**src/rtl/sam_pkg.sv**
```systemverilog
`timescale 1ns / 1ps
// ----------------------------------------------------------------------------
// sam_pkg
// Shared constants, types and arithmetic helpers of the two-channel allpass
// section with dry/wet mix.
// ----------------------------------------------------------------------------
package sam_pkg;

  // Sizing
  localparam int MAX_DELAY    = 2048;
  localparam int NUM_CHANNELS = 2;
  localparam int CH_W         = (NUM_CHANNELS > 1) ? $clog2(NUM_CHANNELS) : 1;
  localparam int POS_W        = $clog2(MAX_DELAY);
  localparam int LEN_W        = $clog2(MAX_DELAY + 1);
  localparam int ADDR_W       = $clog2(NUM_CHANNELS * MAX_DELAY);
  localparam int FIFO_DEPTH   = 2;
  localparam int FIFO_AW      = (FIFO_DEPTH > 1) ? $clog2(FIFO_DEPTH) : 1;
  localparam int FIFO_CW      = $clog2(FIFO_DEPTH + 1);

  // Field widths
  localparam int SMP_W  = 16;
  localparam int GAIN_W = 15;
  localparam int DLY_W  = 12;
  localparam int MIX_W  = 16;
  localparam int CFG_W  = 16;
  localparam int CFG_IDX_W = 3;

  // Fixed point
  localparam int Q_SHIFT  = 15;
  localparam int MIX_FULL = 32768;
  localparam int ACC_W    = 35;
  localparam int PROD1_W  = 33;
  localparam int PROD2_W  = 34;
  localparam int DIFF_W   = SMP_W + 1;

  // Register indexes
  localparam logic [CFG_IDX_W-1:0] REG_GAIN_CH0  = 3'd0;
  localparam logic [CFG_IDX_W-1:0] REG_DELAY_CH0 = 3'd1;
  localparam logic [CFG_IDX_W-1:0] REG_GAIN_CH1  = 3'd2;
  localparam logic [CFG_IDX_W-1:0] REG_DELAY_CH1 = 3'd3;
  localparam logic [CFG_IDX_W-1:0] REG_WET_MIX   = 3'd4;

  // Reset values
  localparam logic [GAIN_W-1:0] RST_GAIN_CH0  = 15'd22938;
  localparam logic [DLY_W-1:0]  RST_DELAY_CH0 = 12'd1207;
  localparam logic [GAIN_W-1:0] RST_GAIN_CH1  = 15'd14746;
  localparam logic [DLY_W-1:0]  RST_DELAY_CH1 = 12'd902;
  localparam logic [MIX_W-1:0]  RST_WET_MIX   = 16'd16384;

  // One classified sample waiting for the back end
  typedef struct packed {
    logic signed [SMP_W-1:0] x;
    logic                    blk_end;
    logic [ADDR_W-1:0]       addr;
    logic                    unwritten;  // history entry never stored: reads as zero
    logic [GAIN_W-1:0]       gain;
    logic [MIX_W-1:0]        mix;        // already clamped to full wet
  } sam_item_t;

  typedef struct packed {
    logic empty;
    logic full;
  } sam_fifo_stat_t;

  typedef enum logic [2:0] {
    ST_IDLE,
    ST_READ,
    ST_GAIN,
    ST_STORE,
    ST_MIX
  } sam_state_t;

  // Divide by 2^15 rounding half up, then clip to the 16-bit sample range.
  function automatic logic signed [SMP_W-1:0] sat_round(input logic signed [ACC_W-1:0] v);
    logic signed [ACC_W-1:0] t;
    logic signed [ACC_W-1:0] s;
    logic signed [ACC_W-1:0] hi;
    logic signed [ACC_W-1:0] lo;
    t  = v + ACC_W'(signed'(1 <<< (Q_SHIFT - 1)));
    s  = t >>> Q_SHIFT;
    hi = ACC_W'(signed'((1 <<< (SMP_W - 1)) - 1));
    lo = -ACC_W'(signed'(1 <<< (SMP_W - 1)));
    if (s > hi) begin
      sat_round = hi[SMP_W-1:0];
    end else if (s < lo) begin
      sat_round = lo[SMP_W-1:0];
    end else begin
      sat_round = s[SMP_W-1:0];
    end
  endfunction

endpackage

```
**src/rtl/sam_back.sv**
```systemverilog
`timescale 1ns / 1ps
// ----------------------------------------------------------------------------
// sam_back
// Allpass and mix datapath: reads the delayed x and y, computes the new y,
// stores x and y back and forms the dry/wet output.
// ----------------------------------------------------------------------------
module sam_back (
  input  logic                                 clk,
  input  logic                                 rst_n,
  input  sam_pkg::sam_fifo_stat_t              q_stat,
  input  sam_pkg::sam_item_t                   q_head,
  output logic                                 q_pop,
  output logic                                 ram_re,
  output logic [sam_pkg::ADDR_W-1:0]           ram_raddr,
  input  logic [2*sam_pkg::SMP_W-1:0]          ram_rdata,
  output logic                                 ram_we,
  output logic [sam_pkg::ADDR_W-1:0]           ram_waddr,
  output logic [2*sam_pkg::SMP_W-1:0]          ram_wdata,
  output logic                                 out_valid,
  input  logic                                 out_stall,
  output logic signed [sam_pkg::SMP_W-1:0]     out_sample_out,
  output logic                                 out_block_end_out
);

  sam_pkg::sam_state_t state_r, state_nxt;

  sam_pkg::sam_item_t                       cur_r;
  logic signed [sam_pkg::SMP_W-1:0]         xd_r;
  logic signed [sam_pkg::PROD1_W-1:0]       prod1_r;
  logic signed [sam_pkg::SMP_W-1:0]         y_r;
  logic signed [sam_pkg::PROD2_W-1:0]       prod2_r;
  logic signed [sam_pkg::SMP_W-1:0]         out_sample_r;
  logic                                     out_blk_r;
  logic                                     out_valid_r, out_valid_nxt;

  logic signed [sam_pkg::SMP_W-1:0]         xd;
  logic signed [sam_pkg::SMP_W-1:0]         yd;
  logic signed [sam_pkg::DIFF_W-1:0]        diff1;
  logic signed [sam_pkg::DIFF_W-1:0]        diff2;
  logic signed [sam_pkg::PROD1_W-1:0]       prod1;
  logic signed [sam_pkg::PROD2_W-1:0]       prod2;
  logic signed [sam_pkg::ACC_W-1:0]         acc_y;
  logic signed [sam_pkg::ACC_W-1:0]         acc_o;
  logic                                     out_free;
  logic                                     load_out;

  assign out_free = !out_valid_r || !out_stall;

  // Next state
  always_comb begin
    state_nxt = state_r;
    unique case (state_r)
      sam_pkg::ST_IDLE:  if (!q_stat.empty) state_nxt = sam_pkg::ST_READ;
      sam_pkg::ST_READ:  state_nxt = sam_pkg::ST_GAIN;
      sam_pkg::ST_GAIN:  state_nxt = sam_pkg::ST_STORE;
      sam_pkg::ST_STORE: state_nxt = sam_pkg::ST_MIX;
      sam_pkg::ST_MIX:   if (out_free) state_nxt = sam_pkg::ST_IDLE;
      default:           state_nxt = sam_pkg::ST_IDLE;
    endcase
  end

  // Control outputs
  always_comb begin
    q_pop    = 1'b0;
    ram_re   = 1'b0;
    ram_we   = 1'b0;
    load_out = 1'b0;
    unique case (state_r)
      sam_pkg::ST_IDLE: begin
        q_pop  = !q_stat.empty;
        ram_re = !q_stat.empty;
      end
      sam_pkg::ST_STORE: ram_we = 1'b1;
      sam_pkg::ST_MIX:   load_out = out_free;
      default: ;
    endcase
  end

  assign ram_raddr = q_head.addr;
  assign ram_waddr = cur_r.addr;
  assign ram_wdata = {cur_r.x, y_r};

  // Never-written history entries read as zero
  assign xd = cur_r.unwritten ? '0 : ram_rdata[2*sam_pkg::SMP_W-1:sam_pkg::SMP_W];
  assign yd = cur_r.unwritten ? '0 : ram_rdata[sam_pkg::SMP_W-1:0];

  assign diff1 = sam_pkg::DIFF_W'(yd) - sam_pkg::DIFF_W'(cur_r.x);
  assign prod1 = sam_pkg::PROD1_W'(signed'({1'b0, cur_r.gain})) * sam_pkg::PROD1_W'(diff1);
  assign acc_y = sam_pkg::ACC_W'(prod1_r) + (sam_pkg::ACC_W'(xd_r) <<< sam_pkg::Q_SHIFT);

  assign diff2 = sam_pkg::DIFF_W'(y_r) - sam_pkg::DIFF_W'(cur_r.x);
  assign prod2 = sam_pkg::PROD2_W'(signed'({1'b0, cur_r.mix})) * sam_pkg::PROD2_W'(diff2);
  assign acc_o = sam_pkg::ACC_W'(prod2_r) + (sam_pkg::ACC_W'(cur_r.x) <<< sam_pkg::Q_SHIFT);

  always_comb begin
    out_valid_nxt = out_valid_r;
    if (load_out) begin
      out_valid_nxt = 1'b1;
    end else if (out_valid_r && !out_stall) begin
      out_valid_nxt = 1'b0;
    end
  end

  always_ff @(posedge clk) begin
    if (!rst_n) begin
      state_r     <= sam_pkg::ST_IDLE;
      out_valid_r <= 1'b0;
    end else begin
      state_r     <= state_nxt;
      out_valid_r <= out_valid_nxt;
    end
  end

  always_ff @(posedge clk) begin
    if (q_pop) begin
      cur_r <= q_head;
    end
    if (state_r == sam_pkg::ST_READ) begin
      xd_r    <= xd;
      prod1_r <= prod1;
    end
    if (state_r == sam_pkg::ST_GAIN) begin
      y_r <= sam_pkg::sat_round(acc_y);
    end
    if (state_r == sam_pkg::ST_STORE) begin
      prod2_r <= prod2;
    end
    if (load_out) begin
      out_sample_r <= sam_pkg::sat_round(acc_o);
      out_blk_r    <= cur_r.blk_end;
    end
  end

  assign out_valid         = out_valid_r;
  assign out_sample_out    = out_sample_r;
  assign out_block_end_out = out_blk_r;

endmodule

```
**config.mk**
```make
export PLATFORM = sky130hd
export DESIGN_NAME = sam_back
export DESIGN_NICKNAME = d
export VERILOG_FILES = /design/src/rtl/sam_pkg.sv /design/src/rtl/sam_back.sv
export SDC_FILE = /design/constraint.sdc
export NUM_CORES = 2
export LEC_CHECK = 0
export BUFFER_PORTS_ARGS = -buffer_cell sky130_fd_sc_hd__buf_2
export CORE_MARGIN = 3
export CORE_UTILIZATION = 50
export DETAILED_ROUTE_END_ITERATION = 10
export PLACE_DENSITY_LB_ADDON = 0.2
export SLEW_MARGIN = 30
export SYNTH_ARGS = -nofsm -noshare
export SYNTH_HDL_FRONTEND = slang
export SYNTH_SLANG_ARGS = --single-unit
export TNS_END_PERCENT = 100
```
**constraint.sdc**
```tcl
create_clock -name clk -period 17.1 [get_ports clk]
set_clock_uncertainty 0.15 [all_clocks]
set_input_delay 0.855 -clock clk [delete_from_list [all_inputs] [get_ports clk]]
set_output_delay 0.855 -clock clk [all_outputs]
set_load 0.005 [all_outputs]
```
-- Yosys cells after proc, flatten, opt, wreduce, memory -nomap -nowiden
Cells that the tools add are included.
- word-level logic and storage cells: 51
- input port bits: 98
- output and inout bits: 77
- bits in registers: 181
- reduce and logical (&&, ||, !) cells: 8
- equality and inequality tests: 6
- add/sub/neg operators: 6
- multiplexer cells: 11
- $mul: 2
- order comparisons: 4
- operators by type and width (cell ; count):
    two-way mux 16 bit ; 3
    greater-than comparator 20 x 16 -> 1 bit, second input constant ; 2
    < comparator 20 x 16 -> 1 bit, second input constant ; 2
    adder 34 x 16 -> 35 bit, second input constant ; 1
    adder 34 x 31 -> 35 bit ; 1
    adder 35 x 16 -> 35 bit, second input constant ; 1
    adder 33 x 31 -> 34 bit ; 1
    multiplier 17 x 17 -> 34 bit ; 1
    subtractor 16 x 16 -> 17 bit ; 2
    multiplier 16 x 17 -> 33 bit ; 1
    one-hot mux 3 bit (5 select lines) ; 1
    equality test 3 x 2 -> 1 bit, second input constant ; 2
    two-way mux 3 bit ; 2
    two-way mux 1 bit ; 5
    inequality test 2 bit, second input constant ; 2
    equality test 3 x 1 -> 1 bit, second input constant ; 1
    equality test 3 bit, second input constant ; 1
    zero test 1 bit ; 3
    zero test 3 bit ; 1
    AND reduction 2 bit ; 1
    nonzero test 2 bit ; 1
    logical AND 1 bit ; 1
    logical OR 1 bit ; 1

-- Longest topological paths before layout
- word-level depth: 4
- gate-level depth with buffers: 35
- depth with buffers taken out: 33

-- Worst setup path after synthesis
No wires, ideal clock.
- kind: in2reg
- from: input ram_rdata[0] in the netlist's numbering
- to: register prod1_r[32] in the netlist's numbering, data pin
- path slack: 8.352 ns
- arrival time: 8.333 ns
- buffers on the path: 1
- library setup time: 0.265 ns
- cell stages on the path: 33
- required time: 16.685 ns
- cells stage by stage: nand2b_1 > ha_1 > fa_1 > nor2b_1 > o21ai_0 > a21boi_0 > o21ai_0 > a211oi_1 > o311ai_0 > a21boi_0 > o31a_1 > clkbuf_1 > nand2_1 > fa_1 > fa_1 > inv_1 > fa_1 > inv_1 > fa_1 > inv_1 > fa_1 > inv_1 > fa_1 > inv_1 > ha_1 > a21oi_1 > o21ai_0 > a221oi_1 > o21ai_0 > a41oi_1 > a311oi_1 > a311oi_1 > xnor2_1
- longest elaborated chain between the ends: 3
- RTL lines (element ; line ; RTL):
    from (decl) ; sam_back.sv:15 ; input logic [2*sam_pkg::SMP_W-1:0] ram_rdata,
    two-way mux 16 bit ; sam_back.sv:85 ; assign yd = cur_r.unwritten ? '0 : ram_rdata[sam_pkg::SMP_W-1:0];
    subtractor 16 x 16 -> 17 bit ; sam_back.sv:87 ; assign diff1 = sam_pkg::DIFF_W'(yd) - sam_pkg::DIFF_W'(cur_r.x);
    multiplier 16 x 17 -> 33 bit ; sam_back.sv:88 ; assign prod1 = sam_pkg::PROD1_W'(signed'({1'b0, cur_r.gain})) * sam_pkg::PROD1_W'(diff1);
    named net prod1 (one bit) ; sam_back.sv:40 ; logic signed [sam_pkg::PROD1_W-1:0] prod1;
    to (signal assigned) ; sam_back.sv:120 ; prod1_r <= prod1;
    to (decl) ; sam_back.sv:29 ; logic signed [sam_pkg::PROD1_W-1:0] prod1_r;
The timed path passes the listed nets, and every way through them passes these cells.
A chain may end at the register's enable or synchronous reset.

-- Worst setup path in the final report
- from: register cur_r (netlist bit ram_wdata[16])
- to: register prod2_r[28] in the netlist's numbering, data pin
- longest elaborated chain between the ends: 2
- RTL lines (element ; line ; RTL):
    from (decl) ; sam_back.sv:27 ; sam_pkg::sam_item_t cur_r;
    from (signal assigned) ; sam_back.sv:116 ; cur_r <= q_head;
    subtractor 16 x 16 -> 17 bit ; sam_back.sv:91 ; assign diff2 = sam_pkg::DIFF_W'(y_r) - sam_pkg::DIFF_W'(cur_r.x);
    multiplier 17 x 17 -> 34 bit ; sam_back.sv:92 ; assign prod2 = sam_pkg::PROD2_W'(signed'({1'b0, cur_r.mix})) * sam_pkg::PROD2_W'(diff2);
    named net prod2 (one bit) ; sam_back.sv:41 ; logic signed [sam_pkg::PROD2_W-1:0] prod2;
    to (signal assigned) ; sam_back.sv:126 ; prod2_r <= prod2;
    to (decl) ; sam_back.sv:31 ; logic signed [sam_pkg::PROD2_W-1:0] prod2_r;
The timed path passes the listed nets, and every way through them passes these cells.

==> flow_summary.ini <==
[routing]
drc = 0
wl_per_cell_um = 18.7
drt_wl_total_um = 72800
vias_per_cell = 5.49
dr.pass1.iters = 8
vias = 21300
postRouteAntennaNets = 0
first_iter_violations = 1382

[synthesis]
synth_seq_area_share = 0.160
yosysTopAreaCell = fa_1
synthCells = 3075
syn_avg_cell_area_um2 = 9.25
ys_seq_elements = 153
synth_top_flop_cell = edfxtp_1
netlist.area_leader.share = 0.331
synth_edf_count = 149
postSynth.asyncResetShare = 0
yosysWarnings = 0
netlist_top_cells_area = fa_1 33%, edfxtp_1 16%, ha_1 12%, inv_1 8.5%, nand2_1 4.8%
synth_cell_types = 76
syn_nets = 3917
synth_area_um2 = 28500

[grt]
grt_util_met1 = 0.318
gr-usage-met3 = 0.0288
grt_pass1_wl_um = 118000
busiest_layer = met2
grt_max_degree = 49
grt_pass1_vias = 22200
track_usage = 0.251
grt_overflow = 0
antenna_found_initial = 3
use_met2 = 0.442

[clocking]
htreeDepth = 4
ctsHoldBuffers = 0
cts_tree = built
cts_root_buffer = clkbuf_16
numClockSinks = 153
cts_buffer_depth = 2
clkSlewWorstSetupHoldPaths_ns = 0.08
clk_latency_ns = 0.47
cts-resized-gates = 0
post_cts_buffers = 0
cts_made_buffers = 17

[critical_path]
arrival_ns = 10.55
worstPathMaxFanout = 17
crit_top_cell = fa_1
worstSetupStartpointType = flip-flop
crit_type = flip-flop to flip-flop
slowest_stage = o41a_1
worstPathRequired_ns = 17.23
cp-end-kind = flip-flop
crit_buf_inv = 4
slowest_delay_ns = 0.68
cp_top_family = adder cells

[placement]
dpl_worst_slack_ns = 6.77
portBuffers = 173
place_congestion = 0.925
dp_hpwl_um = 58000

[cells_and_area]
seqCellArea_um2 = 4550
nets = 3967
drive_gt1_frac = 0.0918
fillerInstances = 5086
multi_input_area_um2 = 20700
syn2layout_area_growth_pct = 6.93

[floorplan]
fp.dieW_um = 245
rows = 86
initial_utilization = 0.510
core_area_um2 = 55700
num_io_pins = 175
die_h_um = 245
dieArea_um2 = 59800

[timing]
setup_slack_ns = 6.68
setup_viol = 0
period_minus_slack_ns = 10.42
rsz0062_at_grt = false
worst_pin_slew_ns = 0.949
finalHoldViolCount = 0
setup_tns_ns = 0
finalMaxSlewViolations = 0
relSlewSlack = 0.364
period_share = 0.609
max_freq_mhz = 96.0

[status]
status = finished clean

[flow_run]
maxCapViolCount = 0

[worst_hold_path]
hp-class = flip-flop to flip-flop
-- routing by layer --
metal	up-vias	share of wire
met5	-	0
met4	0	0.033
met3	118	0.049
met2	613	0.51
met1	10900	0.41
li1	9751	-
-- cell usage in the layout, fill, tap and decap left out, types with 32 or more instances in the layout --
master	n
inv_1	644
fa_1	470
nand2_1	363
ha_1	274
buf_2	174
and2_1	161
edfxtp_1	149
nor2b_1	102
nor2_1	99
a21oi_1	75
o21ai_0	62
xnor2_1	53
nand3_1	42
buf_4	39
xor2_1	32
-- synthesized netlist by cell type (58+ instances only) --
library cell  count
a21oi_1          76
and2_1          161
clkbuf_1        136
edfxtp_1        149
fa_1            470
ha_1            274
inv_1           644
nand2_1         363
nor2_1          100
nor2b_1         102
o21ai_0          62
xnor2_1          58
-- layout make-up --
type	instances	share of cell area
multi-input combinational	2096	0.682
sequential	153	0.150
inverter	644	0.0795
timing repair buffer	213	0.0382
tap	748	0.0308
clock buffer	17	0.0140
clock inverter	15	0.00592
antenna	3	0.000247
-- registers in the layout, indices dropped and copies added (netlist names) --
| register | count |
|---|---|
| cur_r | 33 |
| out_block_end_out | 1 |
| out_sample_out | 16 |
| out_valid | 1 |
| prod1_r | 19 |
| prod2_r | 20 |
| ram_waddr | 12 |
| ram_wdata | 16 |
| state_r | 3 |
| xd_r | 16 |
| y_r | 16 |
-- metrics by stage --
step                      hold WS [ns]  cell area [um2]  std cells   util
after CTS                        0.292            30400       3885  0.545
after global routing             0.303            30400       3888  0.546
final                            0.292            30400       3889  0.546
after global placement           0.266            29800       3853  0.534
after detailed placement         0.274            29800       3853  0.534
after floorplan                  0.250            28500       3075      -
-- final timing paths --
path | startpoint | end | slack, ns | cells after the start
max | ram_wdata[16] | prod2_r[28] | 6.68 | 30
min | cur_r[44] | out_block_end_out | 0.29 | 0
max reg2reg | ram_wdata[16] | prod2_r[28] | 6.68 | 30
min reg2reg | cur_r[44] | out_block_end_out | 0.29 | 0
-- logic make-up after synthesis --
logic type | count (synthesis) | share of synthesized area
simple gates | 910 | 0.158
buf+inv | 826 | 0.115
fa+ha+maj | 745 | 0.452
compound gates | 349 | 0.0868
flops | 153 | 0.160
xor+xnor | 92 | 0.0283
Power is left out: the tool's default activity adds up to more than one toggle a clock period on the data nets, which glitch-free logic cannot reach.
