$ cat config.mk
export PLATFORM = sky130hd
export DESIGN_NAME = sam_fifo
export DESIGN_NICKNAME = d
export VERILOG_FILES = /design/src/rtl/sam_pkg.sv /design/src/rtl/sam_fifo.sv
export SDC_FILE = /design/constraint.sdc
export NUM_CORES = 1
export LEC_CHECK = 0
export BUFFER_PORTS_ARGS = -buffer_cell sky130_fd_sc_hd__buf_4
export CORE_MARGIN = 2
export CORE_UTILIZATION = 51
export DETAILED_ROUTE_END_ITERATION = 8
export PLACE_DENSITY = 0.8
export SYNTH_ARGS = -nofsm -noshare
export SYNTH_HDL_FRONTEND = slang
export SYNTH_SLANG_ARGS = --single-unit
$ cat constraint.sdc
create_clock -name clk -period 4.55 [get_ports clk]
set_input_delay 0.6825 -clock clk [delete_from_list [all_inputs] [get_ports clk]]
set_output_delay 0.6825 -clock clk [all_outputs]
set_load 0.05 [all_outputs]
$ cat src/rtl/sam_pkg.sv
`timescale 1ns / 1ps
// ----------------------------------------------------------------------------
// sam_pkg
// Shared constants, types and arithmetic helpers of the two-channel allpass
// section with dry/wet mix.
// ----------------------------------------------------------------------------
package sam_pkg;

  // Sizing
  localparam int MAX_DELAY    = 2048;
  localparam int NUM_CHANNELS = 2;
  localparam int CH_W         = (NUM_CHANNELS > 1) ? $clog2(NUM_CHANNELS) : 1;
  localparam int POS_W        = $clog2(MAX_DELAY);
  localparam int LEN_W        = $clog2(MAX_DELAY + 1);
  localparam int ADDR_W       = $clog2(NUM_CHANNELS * MAX_DELAY);
  localparam int FIFO_DEPTH   = 2;
  localparam int FIFO_AW      = (FIFO_DEPTH > 1) ? $clog2(FIFO_DEPTH) : 1;
  localparam int FIFO_CW      = $clog2(FIFO_DEPTH + 1);

  // Field widths
  localparam int SMP_W  = 16;
  localparam int GAIN_W = 15;
  localparam int DLY_W  = 12;
  localparam int MIX_W  = 16;
  localparam int CFG_W  = 16;
  localparam int CFG_IDX_W = 3;

  // Fixed point
  localparam int Q_SHIFT  = 15;
  localparam int MIX_FULL = 32768;
  localparam int ACC_W    = 35;
  localparam int PROD1_W  = 33;
  localparam int PROD2_W  = 34;
  localparam int DIFF_W   = SMP_W + 1;

  // Register indexes
  localparam logic [CFG_IDX_W-1:0] REG_GAIN_CH0  = 3'd0;
  localparam logic [CFG_IDX_W-1:0] REG_DELAY_CH0 = 3'd1;
  localparam logic [CFG_IDX_W-1:0] REG_GAIN_CH1  = 3'd2;
  localparam logic [CFG_IDX_W-1:0] REG_DELAY_CH1 = 3'd3;
  localparam logic [CFG_IDX_W-1:0] REG_WET_MIX   = 3'd4;

  // Reset values
  localparam logic [GAIN_W-1:0] RST_GAIN_CH0  = 15'd22938;
  localparam logic [DLY_W-1:0]  RST_DELAY_CH0 = 12'd1207;
  localparam logic [GAIN_W-1:0] RST_GAIN_CH1  = 15'd14746;
  localparam logic [DLY_W-1:0]  RST_DELAY_CH1 = 12'd902;
  localparam logic [MIX_W-1:0]  RST_WET_MIX   = 16'd16384;

  // One classified sample waiting for the back end
  typedef struct packed {
    logic signed [SMP_W-1:0] x;
    logic                    blk_end;
    logic [ADDR_W-1:0]       addr;
    logic                    unwritten;  // history entry never stored: reads as zero
    logic [GAIN_W-1:0]       gain;
    logic [MIX_W-1:0]        mix;        // already clamped to full wet
  } sam_item_t;

  typedef struct packed {
    logic empty;
    logic full;
  } sam_fifo_stat_t;

  typedef enum logic [2:0] {
    ST_IDLE,
    ST_READ,
    ST_GAIN,
    ST_STORE,
    ST_MIX
  } sam_state_t;

  // Divide by 2^15 rounding half up, then clip to the 16-bit sample range.
  function automatic logic signed [SMP_W-1:0] sat_round(input logic signed [ACC_W-1:0] v);
    logic signed [ACC_W-1:0] t;
    logic signed [ACC_W-1:0] s;
    logic signed [ACC_W-1:0] hi;
    logic signed [ACC_W-1:0] lo;
    t  = v + ACC_W'(signed'(1 <<< (Q_SHIFT - 1)));
    s  = t >>> Q_SHIFT;
    hi = ACC_W'(signed'((1 <<< (SMP_W - 1)) - 1));
    lo = -ACC_W'(signed'(1 <<< (SMP_W - 1)));
    if (s > hi) begin
      sat_round = hi[SMP_W-1:0];
    end else if (s < lo) begin
      sat_round = lo[SMP_W-1:0];
    end else begin
      sat_round = s[SMP_W-1:0];
    end
  endfunction

endpackage

$ cat src/rtl/sam_fifo.sv
`timescale 1ns / 1ps
// ----------------------------------------------------------------------------
// sam_fifo
// Short queue of classified samples between the front and back ends.
// ----------------------------------------------------------------------------
module sam_fifo (
  input  logic                    clk,
  input  logic                    rst_n,
  input  logic                    push,
  input  sam_pkg::sam_item_t      push_item,
  input  logic                    pop,
  output sam_pkg::sam_item_t      head,
  output sam_pkg::sam_fifo_stat_t stat
);

  sam_pkg::sam_item_t                store_r [sam_pkg::FIFO_DEPTH];
  logic [sam_pkg::FIFO_AW-1:0]       wptr_r, wptr_nxt;
  logic [sam_pkg::FIFO_AW-1:0]       rptr_r, rptr_nxt;
  logic [sam_pkg::FIFO_CW-1:0]       count_r, count_nxt;
  logic                              do_push;
  logic                              do_pop;

  assign stat.empty = (count_r == '0);
  assign stat.full  = (count_r == sam_pkg::FIFO_CW'(sam_pkg::FIFO_DEPTH));
  assign do_push    = push && !stat.full;
  assign do_pop     = pop && !stat.empty;
  assign head       = store_r[rptr_r];

  always_comb begin
    wptr_nxt  = wptr_r;
    rptr_nxt  = rptr_r;
    count_nxt = count_r;
    if (do_push) begin
      wptr_nxt = (wptr_r == sam_pkg::FIFO_AW'(sam_pkg::FIFO_DEPTH - 1)) ? '0 : wptr_r + 1'b1;
    end
    if (do_pop) begin
      rptr_nxt = (rptr_r == sam_pkg::FIFO_AW'(sam_pkg::FIFO_DEPTH - 1)) ? '0 : rptr_r + 1'b1;
    end
    if (do_push && !do_pop) begin
      count_nxt = count_r + 1'b1;
    end else if (do_pop && !do_push) begin
      count_nxt = count_r - 1'b1;
    end
  end

  always_ff @(posedge clk) begin
    if (!rst_n) begin
      wptr_r  <= '0;
      rptr_r  <= '0;
      count_r <= '0;
    end else begin
      wptr_r  <= wptr_nxt;
      rptr_r  <= rptr_nxt;
      count_r <= count_nxt;
    end
  end

  always_ff @(posedge clk) begin
    if (do_push) begin
      store_r[wptr_r] <= push_item;
    end
  end

endmodule

* After elaboration in Yosys (flattened, before gate mapping) *
Memory sizes are Yosys's and may differ from the RTL's. A register that Yosys moved wholly into a read port is not among the register bits.
Index checks and enable logic that the tools add are counted.
Widths: inputs -> output; s select.

storage, ports and cells
  output and inout bits = 63
  bits of input ports = 65
  memories kept = 1
  bits in registers = 4
  memory bits (writable) = 122
  word-level logic and storage cells = 27

memory list
  name     depth  width  read ports  clocked after memory_dff  wr ports  RTL line        source
  store_r  2      61     1           1                         1         sam_fifo.sv:16  sam_pkg::sam_item_t store_r [sam_pkg::FIFO_DEPTH];

cells by class
  add/sub/neg operators = 4
  reduce and logical (&&, ||, !) cells = 10
  equal/unequal tests = 1
  multiplexer cells = 8

operators by type and width
  cell                 count
  $mux 1               6
  $logic_and 1x1->1    4
  $logic_not 1->1      4
  $mux 2               2
  $add 1x1->1 const B  2
  $add 2x1->2 const B  1
  $eq 2x2->1 const B   1
  $logic_not 2->1      1
  $reduce_bool 2->1    1
  $sub 2x1->2 const B  1

* Depth between registers and ports, before layout *
Gate-level depths: netlist (run 1).

  depth in word-level cells = 7
  gate-level depth with buffers = 7
  mapped depth without buffers = 7

* Least setup slack after synthesis (run 1) *
OpenSTA, ideal clock, no wires.

  kind = input to register
  start = in push
  end = mem store_r[0][0] (netlist bit), enable pin
  stages = 2
  slack = 0.923 ns
  path buffers = 0
  arrival = 3.157 ns
  setup time = 0.471 ns
  data required time = 4.079 ns
  cell sequence = inv_1 nor3_2

on the way
  longest elaborated chain between the ends = 3

ends and longest elaborated chain
  element                       RTL line        source
  start: declaration            sam_fifo.sv:9   input logic push,
  $logic_and 1x1->1             sam_fifo.sv:25  assign do_push = push && !stat.full;
  $mux 1                        sam_fifo.sv:59  if (do_push) begin
  $mux 1 (not written as such)  sam_fifo.sv:60  store_r[wptr_r] <= push_item;
  end: declaration              sam_fifo.sv:16

No other way between the ends.

==> out/results.ini, run 1 <==
[sta]
tns_ns=0
skew_ns=0.0109
max_freq_mhz=315
drv_slew=0
period_share_pct=69.9
whs_ns=0.356
fin_crit_ns=3.18
maxSlewHeadroom_pct=35.5
rsz0062_at_grt=no
setup_viol=0
worstMarginPinSlew_ns=0.968
hold_viol=0

[detailed_routing]
wl_met3_microns=652
wl_met2_mm=4.17
highest_layer=met4
post-route-drc-count=0
drt_iter0_markers=86
viasPerCell=5.09
first_pass_iters=4
vias=2439
post_drt_wl_per_cell_microns=17.3
antenna_left=0
drt_wl_total_mm=8.29
wl_met1_mm=3.38

[synth]
ys_ff_latch=127
yosysWarnings=0
synth_seq_area_share_pct=81.5
syn_area_sq_um=4620
syn_area_per_cell_sq_um=21.5
synth_cells=215
ys_types=20
syn-num-nets=281

[grt]
grt_usage_pct=17.2
grt-ovfl-total=0
grt_pass1_wl_mm=12.5
grt_max_degree=40
antenna_found_initial=0
grt_pass1_vias=2514

[setup_path]
worstSetupPathType=reg -> out
path_cells=buf_4 -> mux2_2 -> buf_4
max_stage_delay_ns=0.97
cp-end-kind=output port
required_ns=3.87
startpoint_type=flop
crit_buf_inv=2
crit_arrival_ns=2.50
crit_slowest_cell=dfxtp_2
cp_max_fo=39
crit_family=flip-flops
cpMostUsedCell=buf_4

[clock_tree]
cts_setup_buffers=0
clk_latency_ns=0.50
post_cts_resized=0
ctsHoldBuffers=0
cts-root-buf=clkbuf_8
cts_buffers=17
cts_sinks=127
cts_max_level=4
clk_pin_slew_ns=0.06
cts_tree=done
cts_buffer_depth=2

[place]
place_hpwl_mm=5.20
portBuffers=127
globalplace.congestion=0.707
place_area_sq_um=5710

[die]
row_count=34
die_w_microns=99.2
start_util_pct=52.7
dieArea_sq_um=9830
die_h_microns=99.2
io_pins=128
coreArea_sq_um=8760

[finish]
drive_gt1_share_pct=61.2
nNetsFinal=424
layout_common_cells=131 x buf_4, 122 x edfxtp_1, 61 x mux2_2
diodes=0
finalInstanceArea_sq_um=6260
layout_commonest_cell=buf_4
fin_util_pct=71.4
area_delta_synth_final_pct=35.5

[job]
cap_violations=0

[pwr]
power.density_nw_per_um2=674
vdd_drop_max_mv=0.446
leakage_nw=2.35

[status]
run_status=finished clean

[worst_hold_path]
hold_path.class=in -> reg

-- per-layer routing --
| layer | vias to the layer above | track usage (%) |
|---|---|---|
| met5 | - | 0 |
| met4 | 0 | 7.48 |
| met3 | 7 | 6.75 |
| met2 | 106 | 27.2 |
| met1 | 1188 | 21.2 |
| li1 | 1138 | - |
-- worst reg2reg max path: cells and delay by family, from the launching register on --
kind                   cells  cell delay [ns]
AND/OR/NAND/NOR            2             0.83
buffers and inverters      1             0.54
flip-flops                 1             0.42
-- sequential cells by signal, summed over array words and instances (netlist names), named ones only --
| signal | flops |
|---|---|
| wptr_r | 1 |
| count_r | 2 |
| rptr_r | 1 |
| store_r | 122 |
-- cell families after synthesis --
kind of cell,after synthesis,share of synthesized area (%)
DFF,127,81.5
muxes,61,14.9
buffers and inverters,9,0.921
and+or+nand+nor,9,1.19
AOI/OAI and AO/OA,5,0.704
xor gates and xnor gates,3,0.569
adders and majority gates,1,0.271
-- worst paths after layout --
kind | start | end | slack [ns] | depth (start not counted)
worst max-delay path | flop | head[46] | 1.37 | 3
worst min-delay path | push_item[11] | store_r[1][11] | 0.36 | 1
worst max register to register | count_r[0] | store_r[1][59] | 2.40 | 3
worst min register to register | count_r[1] | count_r[1] | 0.53 | 2
-- layout make-up --
| class | instances | area, sq um |
|---|---|---|
| multi-input combinational | 79 | 821 |
| sequential | 127 | 3760 |
| tap | 108 | 135 |
| timing repair buffer | 131 | 983 |
| clock inverter | 15 | 135 |
| inverter | 2 | 7.51 |
| clock buffer | 17 | 414 |
| fill | 563 | 2500 |
-- Yosys cell counts --
| master | number | area share [%] |
|---|---|---|
| or3_1 | 1 | 0.14 |
| nand2b_1 | 1 | 0.14 |
| a21boi_0 | 1 | 0.16 |
| buf_2 | 7 | 0.76 |
| dfxtp_1 | 5 | 2.2 |
| inv_1 | 1 | 0.081 |
| edfxtp_1 | 122 | 79 |
| a21boi_1 | 1 | 0.16 |
| mux2_2 | 61 | 15 |
| o21ai_1 | 1 | 0.11 |
| nor3_2 | 1 | 0.22 |
| ha_1 | 1 | 0.27 |
| and2_1 | 3 | 0.41 |
| xnor2_1 | 2 | 0.38 |
| and3_1 | 1 | 0.14 |
| xor2_1 | 1 | 0.19 |
| nor2_1 | 2 | 0.16 |
| o21a_1 | 1 | 0.16 |
| inv_2 | 1 | 0.081 |
| o21ai_0 | 1 | 0.11 |
-- power by group --
part	internal, W	switching (W)
clock network	0.000727	0.000494
logic	0.000493	0.000943
registers	0.00147	0.0000908
total	0.00269	0.00153
-- through the flow --
step	total power, W	cells	setup slack (ns)
4_1_cts	0.00427	479	1.30
5_1_grt	0.00438	479	1.21
3_3_place_gp	0.00301	447	1.87
2_1_floorplan	0.00262	215	0.923
3_5_place_dp	0.00303	447	1.86
6_report	0.00422	479	1.37
Note: power is estimated with default switching activity, not from simulation.
==> inputs of run 2 (changes only) <==
==> constraint.sdc (replaced) <==
create_clock -name clk -period 3 [get_ports clk]
set_input_delay 0.45 -clock clk [delete_from_list [all_inputs] [get_ports clk]]
set_output_delay 0.45 -clock clk [all_outputs]
set_load 0.05 [all_outputs]
==> run 2 against run 1 <==
Against the previous run:
- clock skew decreased by 0.0033 ns
- sequential cell count unchanged
- design area increased by 0.64%
- critical path type unchanged
- largest power group unchanged
==> out/results.ini, run 2 (same netlist as run 1, synthesis figures left out) <==
[sta]
max_freq_mhz=442
setup_viol=0  ; unchanged
drv_slew=0  ; unchanged
fin_crit_ns=2.26
skew_ns=0.00763  ; -0.00331 ns
rsz0062_at_grt=no
hold_viol=0  ; unchanged
tns_ns=0  ; unchanged
period_share_pct=75.5
maxSlewHeadroom_pct=58.3  ; +23 points
worstMarginPinSlew_ns=0.625  ; -0.342 ns

[place]
place_hpwl_mm=5.01  ; -3.5%
dpl.cell_count=448  ; +0.22%
portBuffers=127  ; unchanged
globalplace.congestion=0.682  ; -3.5%
place_area_sq_um=5730  ; +0.35%

[finish]
nFillCells=566  ; +0.53%
fin_util_pct=71.9  ; +0.46 points
largest_reg_flops=122  ; unchanged
drive_gt1_share_pct=60.5  ; -0.70 points
regMostFlops=store_r
area_delta_synth_final_pct=36.4
finalInstanceArea_sq_um=6300  ; +0.64%
diodes=0  ; unchanged
fin_cells=480  ; +0.21%
reg_top3=store_r (122), count_r (2)
layout_common_cells=131 x buf_4, 122 x edfxtp_1, 61 x mux2_2
layout_commonest_cell=buf_4
nNetsFinal=425  ; +0.24%

[detailed_routing]
antenna_left=0  ; unchanged
viasPerCell=4.93  ; -3.3%
vias=2364  ; -3.1%
post-route-drc-count=0  ; unchanged
drt_wl_total_mm=7.90  ; -4.7%
post_drt_wl_per_cell_microns=16.5  ; -4.9%
first_pass_iters=4  ; unchanged
drt_iter0_markers=153  ; +78%

[setup_path]
cp_max_fo=35  ; -10%
crit_arrival_ns=1.81  ; -0.69 ns
cp-end-kind=output port
r2r_slack_ns=1.13  ; -1.27 ns
required_ns=2.55  ; -1.32 ns
startpoint_type=flop
worstSetupPathType=reg -> out

[clock_tree]
ctsHoldBuffers=0  ; unchanged
cts_buffer_depth=2  ; unchanged
post_cts_resized=0  ; unchanged
cts_setup_buffers=0  ; unchanged
clk_pin_slew_ns=0.06  ; about the same
cts-root-buf=clkbuf_8
cts_sinks=127  ; unchanged
cts_max_level=4  ; unchanged
cts_buffers=17  ; unchanged
clk_latency_ns=0.49  ; about the same
cts_tree=done

[pwr]
p_sw_w=0.00224  ; +47%
vdd_drop_max_mv=0.625  ; +40%
internal_power_w=0.00424  ; +58%
power.density_nw_per_um2=1030  ; +53%
leakage_nw=2.37  ; +0.74%
p_comb_share_pct=34.8  ; +0.8 points
p_clk_share_pct=29.8  ; +0.9 points
swShare_pct=34.5  ; -1.7 points
p_seq_share_pct=35.4  ; -1.6 points

[grt]
grt_max_degree=44  ; +10%
grt_pass1_wl_mm=12.2  ; -2.6%
grt_pass1_vias=2518  ; +0.16%
grt-ovfl-total=0  ; unchanged
antenna_found_initial=0  ; unchanged
grt_usage_pct=16.5  ; -0.66 points

[worst_hold_path]
hold_path.class=in -> reg

[die]
start_util_pct=52.7  ; unchanged
die_h_microns=99.2  ; unchanged
io_pins=128  ; unchanged
dieArea_sq_um=9830  ; unchanged
die_w_microns=99.2  ; unchanged
coreArea_sq_um=8760  ; unchanged
row_count=34  ; unchanged

[status]
run_status=finished clean

[job]
cap_violations=0  ; unchanged

## run 2: changes by cell type in the layout (fill, tap and decap cells not counted), sizes merged
cell / change
buf: +1
inv: -4
clkinv: -1
clkbuf: +3
bufinv: +2
## run 2: layout make-up
type	instances	area [sq um]	area share [%]
flip-flops and latches	127	3760	59.7
repair buffers	132	1000	15.9
inverters	2	7.51	0.119
clock inverters	12	144	2.28
well taps	108	135	2.14
multi-input cells	79	821	13.0
clock buffers	20	425	6.75
## run 2: worst max-delay path, stage by stage, from the launching register on
cell and delay, ns:
dfxtp_2 0.32, buf_4 0.41, mux2_2 0.41, buf_4 0.19
## run 2: power by group through the flow
stage | clock, W | combinational (W) | sequential, W
floorplan | 0 | 0.00165 | 0.00232
global placement | 0 | 0.00226 | 0.00232
detailed placement | 0 | 0.00228 | 0.00233
CTS | 0.00197 | 0.00228 | 0.00230
global route | 0.00205 | 0.00236 | 0.00232
finish | 0.00193 | 0.00225 | 0.00230
## run 2: path summary, 6_finish.rpt
| path | start | end | depth (start not counted) |
|---|---|---|---|
| worst max-delay path | flop | head[57] | 3 |
| worst max register to register | count_r[0] | store_r[1][20] | 3 |
| worst min-delay path | push_item[25] | store_r[1][25] | 1 |
| worst min register to register | count_r[1] | count_r[1] | 2 |
## run 2: per-stage QoR
stage | hold slack, ns | power (W) | setup WS [ns]
after floorplan | 0.483 | 0.00397 | 0.394
after global placement | 0.501 | 0.00458 | 1.17
after detailed placement | 0.514 | 0.00461 | 1.12
after CTS | 0.114 | 0.00655 | 0.691
after global routing | 0.102 | 0.00673 | 0.614
final | 0.144 | 0.00648 | 0.736
## run 2: metal layers
| metal | part of all wire, % | GRT usage (%) | vias to the layer above |
|---|---|---|---|
| met3 | 6.2 | 6.47 | 6 |
| met4 | 0.63 | 5.37 | 0 |
| li1 | - | - | 1131 |
| met1 | 43 | 20.4 | 1147 |
| met5 | 0 | 0 | - |
| met2 | 50 | 27.1 | 80 |
